==> config.mk <==
export PLATFORM = sky130hd
export DESIGN_NAME = decimal_seven_segment_encoder_top
export DESIGN_NICKNAME = d
export VERILOG_FILES = /design/src/rtl/core/dsse_pkg.sv /design/src/rtl/core/decimal_seven_segment_encoder_top.sv /design/src/rtl/core/dsse_csr.sv /design/src/rtl/core/dsse_digit_stage.sv /design/src/rtl/core/dsse_seg_map.sv
export SDC_FILE = /design/constraint.sdc
export NUM_CORES = 2
export LEC_CHECK = 0
export ABC_AREA = 1
export BUFFER_PORTS_ARGS = -buffer_cell sky130_fd_sc_hd__buf_4
export CAP_MARGIN = 0
export CORE_ASPECT_RATIO = 1.4
export CORE_MARGIN = 1.5
export CORE_UTILIZATION = 55
export DETAILED_ROUTE_END_ITERATION = 16
export HOLD_SLACK_MARGIN = 0.05
export PLACE_DENSITY = 0.72
export SKIP_CTS_REPAIR_TIMING = 1
export SYNTH_ARGS = -nofsm -noshare
export SYNTH_HDL_FRONTEND = slang
export SYNTH_HIERARCHICAL = 1
export SYNTH_SLANG_ARGS = --single-unit
==> constraint.sdc <==
create_clock -name clock -period 16.65 [get_ports clock]
set_input_delay 4.1625 -clock clock [delete_from_list [all_inputs] [get_ports clock]]
set_output_delay 4.1625 -clock clock [all_outputs]
set_load 0.1 [all_outputs]
==> src/rtl/core/dsse_pkg.sv <==
// shared types, constants and the segment lookup of the decimal seven-segment encoder
`timescale 1ns / 1ps

package dsse_pkg;

   // field widths
   localparam int VALUE_W     = 20;
   localparam int DIGIT_W     = 4;
   localparam int POSITIONS   = 6;
   localparam int DIGITS_W    = DIGIT_W * POSITIONS;
   localparam int SEG_W       = 8;
   localparam int LOW_PAT_W   = 32;
   localparam int HIGH_PAT_W  = 16;
   localparam int REQ_DATA_W  = 24;
   localparam int RSP_DATA_W  = LOW_PAT_W + HIGH_PAT_W;

   // configuration port
   localparam int CSR_DATA_W  = 64;
   localparam int CSR_ADDR_W  = 4;
   localparam int SEG_LOW_W   = 64;
   localparam int SEG_HIGH_W  = 16;
   localparam logic [SEG_LOW_W-1:0]  SEG_LOW_RESET  = 64'h7802_1219_3024_7940;
   localparam logic [SEG_HIGH_W-1:0] SEG_HIGH_RESET = 16'h1000;

   // shown positions, default
   localparam int DIGIT_COUNT = 6;

   // divide by ten: q = (v * RECIP) >> RECIP_SHIFT, exact for every 20-bit v
   localparam int RECIP_W     = 23;
   localparam logic [RECIP_W-1:0] RECIP = 23'd6710887;
   localparam int RECIP_SHIFT = 26;
   localparam int PROD_W      = VALUE_W + RECIP_W;
   localparam int QUOT_W      = PROD_W - RECIP_SHIFT;

   typedef enum logic {
      REG_SEG_LOW  = 1'b0,
      REG_SEG_HIGH = 1'b1
   } reg_index_type;

   typedef struct packed {
      logic [SEG_HIGH_W-1:0] high;
      logic [SEG_LOW_W-1:0]  low;
   } seg_table_type;

   // item moving through the digit stages: remaining value and digits found so far
   typedef struct packed {
      logic [VALUE_W-1:0]  value;
      logic [DIGITS_W-1:0] digits;
   } conv_type;

   function automatic logic [SEG_W-1:0] seg_of(input logic [DIGIT_W-1:0] d,
                                                input seg_table_type tbl);
      logic [SEG_W-1:0] pat;
      pat = '0;
      case (d)
         4'd0:    pat = tbl.low[7:0];
         4'd1:    pat = tbl.low[15:8];
         4'd2:    pat = tbl.low[23:16];
         4'd3:    pat = tbl.low[31:24];
         4'd4:    pat = tbl.low[39:32];
         4'd5:    pat = tbl.low[47:40];
         4'd6:    pat = tbl.low[55:48];
         4'd7:    pat = tbl.low[63:56];
         4'd8:    pat = tbl.high[7:0];
         4'd9:    pat = tbl.high[15:8];
         default: pat = '0;
      endcase
      return pat;
   endfunction

endpackage

==> src/rtl/core/decimal_seven_segment_encoder_top.sv <==
// top level of the decimal seven-segment encoder: digit pipeline, lookup and registers
`timescale 1ns / 1ps
// pipeline: from req accept to rsp_tvalid, two registers per digit for six digits,
//    then the registered segment lookup
// throughput: one item per cycle if unstalled, set by six digit stages each taking a new item
//    every cycle; every register stage moves on its own, so bubbles close up under stall
// reset: synchronous, active high; clears all valid bits and loads the default
//    active-low segment table into both pattern registers

module decimal_seven_segment_encoder_top #(
   parameter int DIGIT_COUNT = dsse_pkg::DIGIT_COUNT
) (
   input  logic                                clock,
   input  logic                                reset,
   // input items
   input  logic                                req_tvalid,
   output logic                                req_tready,
   input  logic [dsse_pkg::REQ_DATA_W-1:0]     req_tdata,   // [19:0] binary_value, [23:20] zero
   // result items
   output logic                                rsp_tvalid,
   input  logic                                rsp_tready,
   output logic [dsse_pkg::RSP_DATA_W-1:0]     rsp_tdata,   // [31:0] low_digit_patterns,
                                                            // [47:32] high_digit_patterns
   // configuration
   input  logic                                csr_psel,
   input  logic                                csr_penable,
   input  logic                                csr_pwrite,
   input  logic [dsse_pkg::CSR_ADDR_W-1:0]     csr_paddr,
   input  logic [dsse_pkg::CSR_DATA_W-1:0]     csr_pwdata,
   output logic [dsse_pkg::CSR_DATA_W-1:0]     csr_prdata,
   output logic                                csr_pready
);

   // pattern table; the user must write it only while the pipeline is empty, the block does not enforce it
   dsse_pkg::seg_table_type seg_table;

   // handshake between digit stages; index 0 is the input side
   logic               conv_vld [dsse_pkg::POSITIONS+1];
   logic               conv_rdy [dsse_pkg::POSITIONS+1];
   dsse_pkg::conv_type conv_data[dsse_pkg::POSITIONS+1];

   dsse_csr u_csr (
      .clock       (clock),
      .reset       (reset),
      .csr_psel    (csr_psel),
      .csr_penable (csr_penable),
      .csr_pwrite  (csr_pwrite),
      .csr_paddr   (csr_paddr),
      .csr_pwdata  (csr_pwdata),
      .csr_prdata  (csr_prdata),
      .csr_pready  (csr_pready),
      .seg_table   (seg_table)
   );

   // item enters with no digits found yet
   assign conv_vld[0]         = req_tvalid;
   assign conv_data[0].value  = req_tdata[dsse_pkg::VALUE_W-1:0];
   assign conv_data[0].digits = '0;
   assign req_tready          = conv_rdy[0];

   // units digit first; whatever is left after the last stage (millions) is dropped
   for (genvar g = 0; g < dsse_pkg::POSITIONS; g++) begin : g_digit
      dsse_digit_stage #(
         .DIGIT_POS (g)
      ) u_digit (
         .clock     (clock),
         .reset     (reset),
         .in_valid  (conv_vld[g]),
         .in_ready  (conv_rdy[g]),
         .in_data   (conv_data[g]),
         .out_valid (conv_vld[g+1]),
         .out_ready (conv_rdy[g+1]),
         .out_data  (conv_data[g+1])
      );
   end

   dsse_seg_map #(
      .DIGIT_COUNT (DIGIT_COUNT)
   ) u_seg_map (
      .clock     (clock),
      .reset     (reset),
      .in_valid  (conv_vld[dsse_pkg::POSITIONS]),
      .in_ready  (conv_rdy[dsse_pkg::POSITIONS]),
      .in_digits (conv_data[dsse_pkg::POSITIONS].digits),
      .seg_table (seg_table),
      .out_valid (rsp_tvalid),
      .out_ready (rsp_tready),
      .out_data  (rsp_tdata)
   );

   // every digit leaving the last stage is a decimal digit
   for (genvar g = 0; g < dsse_pkg::POSITIONS; g++) begin : g_chk
      a_digit_range: assert property (@(posedge clock) disable iff (reset)
         conv_vld[dsse_pkg::POSITIONS] |->
            conv_data[dsse_pkg::POSITIONS].digits[g*dsse_pkg::DIGIT_W +: dsse_pkg::DIGIT_W]
               < 4'd10)
         else $error("digit out of decimal range");
   end

   // a stalled result item stays valid and unchanged
   a_rsp_hold: assert property (@(posedge clock) disable iff (reset)
      (rsp_tvalid && !rsp_tready) |=> (rsp_tvalid && $stable(rsp_tdata)))
      else $error("stalled result item changed");

   // the high pattern register keeps only its low 16 bits
   a_high_masked: assert property (@(posedge clock) disable iff (reset)
      (csr_psel && csr_penable && csr_pwrite && csr_paddr[3]) |=>
         seg_table.high == $past(csr_pwdata[dsse_pkg::SEG_HIGH_W-1:0]))
      else $error("segment table high write mismatch");

   // nothing is shown right after reset
   a_reset_empty: assert property (@(posedge clock)
      reset |=> !rsp_tvalid)
      else $error("result valid after reset");

endmodule

==> src/rtl/core/dsse_csr.sv <==
// apb-style register file holding the segment pattern table
`timescale 1ns / 1ps

module dsse_csr (
   input  logic                                clock,
   input  logic                                reset,
   input  logic                                csr_psel,
   input  logic                                csr_penable,
   input  logic                                csr_pwrite,
   input  logic [dsse_pkg::CSR_ADDR_W-1:0]     csr_paddr,
   input  logic [dsse_pkg::CSR_DATA_W-1:0]     csr_pwdata,
   output logic [dsse_pkg::CSR_DATA_W-1:0]     csr_prdata,
   output logic                                csr_pready,
   output dsse_pkg::seg_table_type             seg_table
);

   logic [dsse_pkg::SEG_LOW_W-1:0]  seg_low_ff, seg_low_in;
   logic [dsse_pkg::SEG_HIGH_W-1:0] seg_high_ff, seg_high_in;
   logic                            wr_en;
   dsse_pkg::reg_index_type         reg_idx;

   assign wr_en      = csr_psel & csr_penable & csr_pwrite;
   assign reg_idx    = dsse_pkg::reg_index_type'(csr_paddr[3]);
   assign csr_pready = 1'b1;

   always_comb begin
      seg_low_in  = seg_low_ff;
      seg_high_in = seg_high_ff;
      csr_prdata  = '0;
      unique case (reg_idx)
         dsse_pkg::REG_SEG_LOW: begin
            csr_prdata = seg_low_ff;
            if (wr_en) begin
               seg_low_in = csr_pwdata;
            end
         end
         dsse_pkg::REG_SEG_HIGH: begin
            csr_prdata = {{(dsse_pkg::CSR_DATA_W-dsse_pkg::SEG_HIGH_W){1'b0}}, seg_high_ff};
            if (wr_en) begin
               seg_high_in = csr_pwdata[dsse_pkg::SEG_HIGH_W-1:0];
            end
         end
         default: csr_prdata = '0;
      endcase
   end

   always_ff @(posedge clock) begin
      if (reset) begin
         seg_low_ff  <= dsse_pkg::SEG_LOW_RESET;
         seg_high_ff <= dsse_pkg::SEG_HIGH_RESET;
      end else begin
         seg_low_ff  <= seg_low_in;
         seg_high_ff <= seg_high_in;
      end
   end

   assign seg_table.low  = seg_low_ff;
   assign seg_table.high = seg_high_ff;

endmodule

==> src/rtl/core/dsse_digit_stage.sv <==
// two-register pipeline step that peels one decimal digit off the value
`timescale 1ns / 1ps

module dsse_digit_stage #(
   parameter int DIGIT_POS = 0
) (
   input  logic                clock,
   input  logic                reset,
   input  logic                in_valid,
   output logic                in_ready,
   input  dsse_pkg::conv_type  in_data,
   output logic                out_valid,
   input  logic                out_ready,
   output dsse_pkg::conv_type  out_data
);

   // first register: reciprocal product
   logic                            vld_a_ff, vld_a_in;
   logic [dsse_pkg::PROD_W-1:0]     prod_ff, prod_in;
   dsse_pkg::conv_type              conv_a_ff, conv_a_in;
   logic                            rdy_a;

   // second register: quotient and digit
   logic                            vld_b_ff, vld_b_in;
   dsse_pkg::conv_type              conv_b_ff, conv_b_in;
   logic                            rdy_b;

   logic [dsse_pkg::QUOT_W-1:0]     quot;
   logic [dsse_pkg::DIGIT_W-1:0]    digit;

   assign rdy_b    = ~vld_b_ff | out_ready;
   assign rdy_a    = ~vld_a_ff | rdy_b;
   assign in_ready = rdy_a;

   always_comb begin
      vld_a_in  = rdy_a ? in_valid : vld_a_ff;
      prod_in   = prod_ff;
      conv_a_in = conv_a_ff;
      if (rdy_a) begin
         prod_in   = dsse_pkg::PROD_W'(in_data.value) * dsse_pkg::PROD_W'(dsse_pkg::RECIP);
         conv_a_in = in_data;
      end
   end

   // v - 10*q lies in 0..9, so four low bits carry it exactly
   assign quot  = prod_ff[dsse_pkg::PROD_W-1:dsse_pkg::RECIP_SHIFT];
   assign digit = conv_a_ff.value[dsse_pkg::DIGIT_W-1:0]
                - dsse_pkg::DIGIT_W'(quot[dsse_pkg::DIGIT_W-1:0] * 4'd10);

   always_comb begin
      vld_b_in  = rdy_b ? vld_a_ff : vld_b_ff;
      conv_b_in = conv_b_ff;
      if (rdy_b) begin
         conv_b_in       = conv_a_ff;
         conv_b_in.value = dsse_pkg::VALUE_W'(quot);
         conv_b_in.digits[DIGIT_POS*dsse_pkg::DIGIT_W +: dsse_pkg::DIGIT_W] = digit;
      end
   end

   always_ff @(posedge clock) begin
      if (reset) begin
         vld_a_ff <= 1'b0;
         vld_b_ff <= 1'b0;
      end else begin
         vld_a_ff <= vld_a_in;
         vld_b_ff <= vld_b_in;
      end
   end

   always_ff @(posedge clock) begin
      prod_ff   <= prod_in;
      conv_a_ff <= conv_a_in;
      conv_b_ff <= conv_b_in;
   end

   assign out_valid = vld_b_ff;
   assign out_data  = conv_b_ff;

endmodule

==> src/rtl/core/dsse_seg_map.sv <==
// segment lookup of the shown digits into the registered result
`timescale 1ns / 1ps

module dsse_seg_map #(
   parameter int DIGIT_COUNT = dsse_pkg::DIGIT_COUNT
) (
   input  logic                                   clock,
   input  logic                                   reset,
   input  logic                                   in_valid,
   output logic                                   in_ready,
   input  logic [dsse_pkg::DIGITS_W-1:0]          in_digits,
   input  dsse_pkg::seg_table_type                seg_table,
   output logic                                   out_valid,
   input  logic                                   out_ready,
   output logic [dsse_pkg::RSP_DATA_W-1:0]        out_data
);

   logic                                 vld_ff, vld_in;
   logic [dsse_pkg::RSP_DATA_W-1:0]      data_ff, data_in;
   logic [dsse_pkg::RSP_DATA_W-1:0]      pats;

   // one byte per position, zero where the position is not shown
   for (genvar g = 0; g < dsse_pkg::POSITIONS; g++) begin : g_pos
      if (g < DIGIT_COUNT) begin : g_shown
         assign pats[g*dsse_pkg::SEG_W +: dsse_pkg::SEG_W] =
            dsse_pkg::seg_of(in_digits[g*dsse_pkg::DIGIT_W +: dsse_pkg::DIGIT_W], seg_table);
      end else begin : g_blank
         assign pats[g*dsse_pkg::SEG_W +: dsse_pkg::SEG_W] = '0;
      end
   end

   assign in_ready = ~vld_ff | out_ready;

   always_comb begin
      vld_in  = in_ready ? in_valid : vld_ff;
      data_in = in_ready ? pats : data_ff;
   end

   always_ff @(posedge clock) begin
      if (reset) begin
         vld_ff <= 1'b0;
      end else begin
         vld_ff <= vld_in;
      end
   end

   always_ff @(posedge clock) begin
      data_ff <= data_in;
   end

   assign out_valid = vld_ff;
   assign out_data  = data_ff;

endmodule

==> impl_metrics.xml <==
<?xml version="1.0" encoding="UTF-8"?>
<metrics>
  <group name="outcome">
    <metric name="run_status" unit="">finished clean</metric>
  </group>
  <group name="grt">
    <metric name="gr-usage-all-layers" unit="">0.310</metric>
    <metric name="antenna_found_initial" unit="">4</metric>
    <metric name="global_route_wire_length_before_repair" unit="um">295000</metric>
    <metric name="pin_count_of_the_biggest_net_entering_global_routing" unit="">82</metric>
    <metric name="gr-total-overflow" unit="">0</metric>
    <metric name="grt_pass1_vias" unit="">54700</metric>
  </group>
  <group name="timing">
    <metric name="maximum_operating_frequency" unit="MHz">74.8</metric>
    <metric name="final-hold-violation-count" unit="">0</metric>
    <metric name="tightestPinTransition" unit="ps">1240</metric>
    <metric name="tns_setup" unit="ps">0</metric>
    <metric name="setup_violations" unit="">0</metric>
    <metric name="clock_skew" unit="ps">49.3</metric>
    <metric name="finalCritPeriodShare" unit="">0.803</metric>
    <metric name="post-route-min-period" unit="ps">13380</metric>
    <metric name="slew_headroom" unit="">0.172</metric>
    <metric name="slew_violations" unit="">0</metric>
    <metric name="rsz0062_at_grt" unit="">no</metric>
  </group>
  <group name="critical_path">
    <metric name="type_of_origin_of_the_critical_path" unit="">primary input</metric>
    <metric name="critPathLaunch" unit="">rsp_tready</metric>
    <metric name="largest_stage_delay_worst_path" unit="ps">700</metric>
    <metric name="reg2reg_from" unit="">g_digit[1].u_digit/out_data[27]</metric>
    <metric name="crit_type" unit="">primary input to output pin</metric>
    <metric name="worstPathCellList" unit="">buf_4 -&gt; inv_1 -&gt; nand2_2 -&gt; buf_4 -&gt; inv_1 -&gt; nand3_1 -&gt; buf_4 -&gt; inv_1 -&gt; nand3_2 -&gt; buf_4 -&gt; inv_1 -&gt; nand3_2 -&gt; inv_1 -&gt; nand3_1 -&gt; buf_4 -&gt; inv_1 -&gt; nand3_1 -&gt; buf_4 -&gt; inv_1 -&gt; nand3_1 -&gt; buf_4 -&gt; buf_4</metric>
    <metric name="crit_path_top_delay_cell" unit="">sky130_fd_sc_hd__nand3_2</metric>
    <metric name="worst_setup_path_end_kind" unit="">output pin</metric>
    <metric name="critical_path_arrival" unit="ps">9210</metric>
    <metric name="path_common_cell" unit="">sky130_fd_sc_hd__buf_4</metric>
    <metric name="timing.critical_path.required" unit="ps">12490</metric>
    <metric name="critical_path_peak_fanout" unit="">50</metric>
  </group>
  <group name="place">
    <metric name="dp.cells" unit="">10300</metric>
    <metric name="dp_hpwl" unit="um">162000</metric>
    <metric name="place.gp.congestion" unit="">0.983</metric>
    <metric name="port_buffers" unit="">205</metric>
  </group>
  <group name="job">
    <metric name="drv.max_cap_violation_count" unit="">0</metric>
  </group>
  <group name="final_layout">
    <metric name="drive_gt1_frac" unit="">0.0628</metric>
    <metric name="area.growth.synth_to_final" unit="%">6.94</metric>
    <metric name="count_of_non_filler_cells_in_the_finished_layout" unit="">10400</metric>
    <metric name="fillCellCount" unit="">11100</metric>
    <metric name="nets" unit="">10600</metric>
  </group>
  <group name="route">
    <metric name="detail-route-antenna-nets" unit="">0</metric>
    <metric name="drt_drc_violations_left" unit="">0</metric>
    <metric name="route.detailed.vias_per_inst" unit="">5.14</metric>
    <metric name="wire_per_inst" unit="um">18.4</metric>
    <metric name="first_iter_violations" unit="">3443</metric>
    <metric name="route.final.wire_length" unit="um">191000</metric>
    <metric name="number_of_optimization_iterations_in_the_first_detailed_route_pass" unit="">8</metric>
    <metric name="via_count" unit="">53500</metric>
  </group>
  <group name="floorplan">
    <metric name="die_ht" unit="um">417</metric>
    <metric name="std_cell_rows" unit="">151</metric>
    <metric name="core_area" unit="um2">121000</metric>
    <metric name="io_pins" unit="">214</metric>
    <metric name="die_outline_area" unit="um2">124000</metric>
    <metric name="start_util" unit="">0.555</metric>
    <metric name="die-width" unit="um">298</metric>
  </group>
  <group name="clock_network">
    <metric name="clock_pin_slew_reported_for_the_worst_setup_and_hold_paths_after_clock_tree_synthesis" unit="ps">70</metric>
    <metric name="deepest_level_of_the_cts_h_tree" unit="">2</metric>
    <metric name="insertion_delay" unit="ps">660</metric>
    <metric name="cts.root.buffer_cell" unit="">sky130_fd_sc_hd__clkbuf_16</metric>
    <metric name="cts_inserted_buffers" unit="">49</metric>
    <metric name="cts-root-to-sink-buffers" unit="">3</metric>
    <metric name="tritoncts" unit="">built</metric>
    <metric name="clock_tree_sinks" unit="">482</metric>
  </group>
  <group name="hold_path">
    <metric name="worstHoldPathType" unit="">register to register</metric>
    <metric name="hp-start" unit="">g_digit[1].u_digit/prod_ff[40]</metric>
  </group>
  <group name="synth">
    <metric name="syn_area" unit="um2">67200</metric>
    <metric name="avgSynthCellArea" unit="um2">7.84</metric>
    <metric name="synth_warnings" unit="">6</metric>
    <metric name="syn_inst" unit="">8569</metric>
  </group>
</metrics>
==> cell type report <==
class	instances	area [um2]	share of cell area
Multi-Input combinational cell	5663	44200	0.615
Sequential cell	482	13500	0.188
Inverter	2326	8730	0.121
Tap cell	1606	2010	0.0280
Timing Repair Buffer	237	1780	0.0248
Clock buffer	56	1260	0.0176
Clock inverter	35	334	0.00465
Antenna cell	3	7.51	0.000104
==> sequential cells by signal, indices dropped and copies added (netlist names) <==
signal                     cells
g_digit.u_digit/conv_a_ff     78
g_digit.u_digit/out_data     169
g_digit.u_digit/out_valid      6
g_digit.u_digit/prod_ff       94
g_digit.u_digit/vld_a_ff       6
u_csr/seg_high_ff             16
u_csr/seg_low_ff              64
u_seg_map/out_data            48
u_seg_map/out_valid            1
==> through the flow <==
step	hold WS [ps]	setup slack, ps	area [um2]	util
after global routing	410	2700	71900	0.593
after CTS	398	3120	71900	0.593
final	405	3270	71900	0.594
after global placement	401	3150	70300	0.580
after floorplan	400	784	67300	-
after detailed placement	405	3150	70300	0.580
==> layer usage <==
layer  GRT usage  up-vias  part of all wire
met5           0        -           0.00013
met4       0.197        4             0.074
met2       0.576     1553              0.52
met3      0.0311      557             0.049
li1            -    26200                 -
met1       0.332    25200              0.36
==> final timing paths <==
check,slack [ps],cells after the start,endpoint
worst min-delay path,400,0,g_digit[1].u_digit/out_data[38]
worst max register to register,10520,21,g_digit[2].u_digit/prod_ff[37]
worst max-delay path,3270,22,req_tready
worst min register to register,400,0,g_digit[1].u_digit/out_data[38]
==> cells in the final DEF (no fill, tap or decap), drive strengths merged, types with 93 or more instances in the layout <==
master and n:
edfxtp 389, inv 2336, nor2 720, nand3 699
ha 970, dfxtp 93, fa 744, a21oi 131
buf 237, nand2 2171
==> critical path: cells and delay by family <==
kind,cells,cell delay (ps)
buffers and inverters,15,3770
AND/OR/NAND/NOR,7,1220
Power is left out: the tool's default activity adds up to more than one toggle a clock period on the data nets, which glitch-free logic cannot reach.
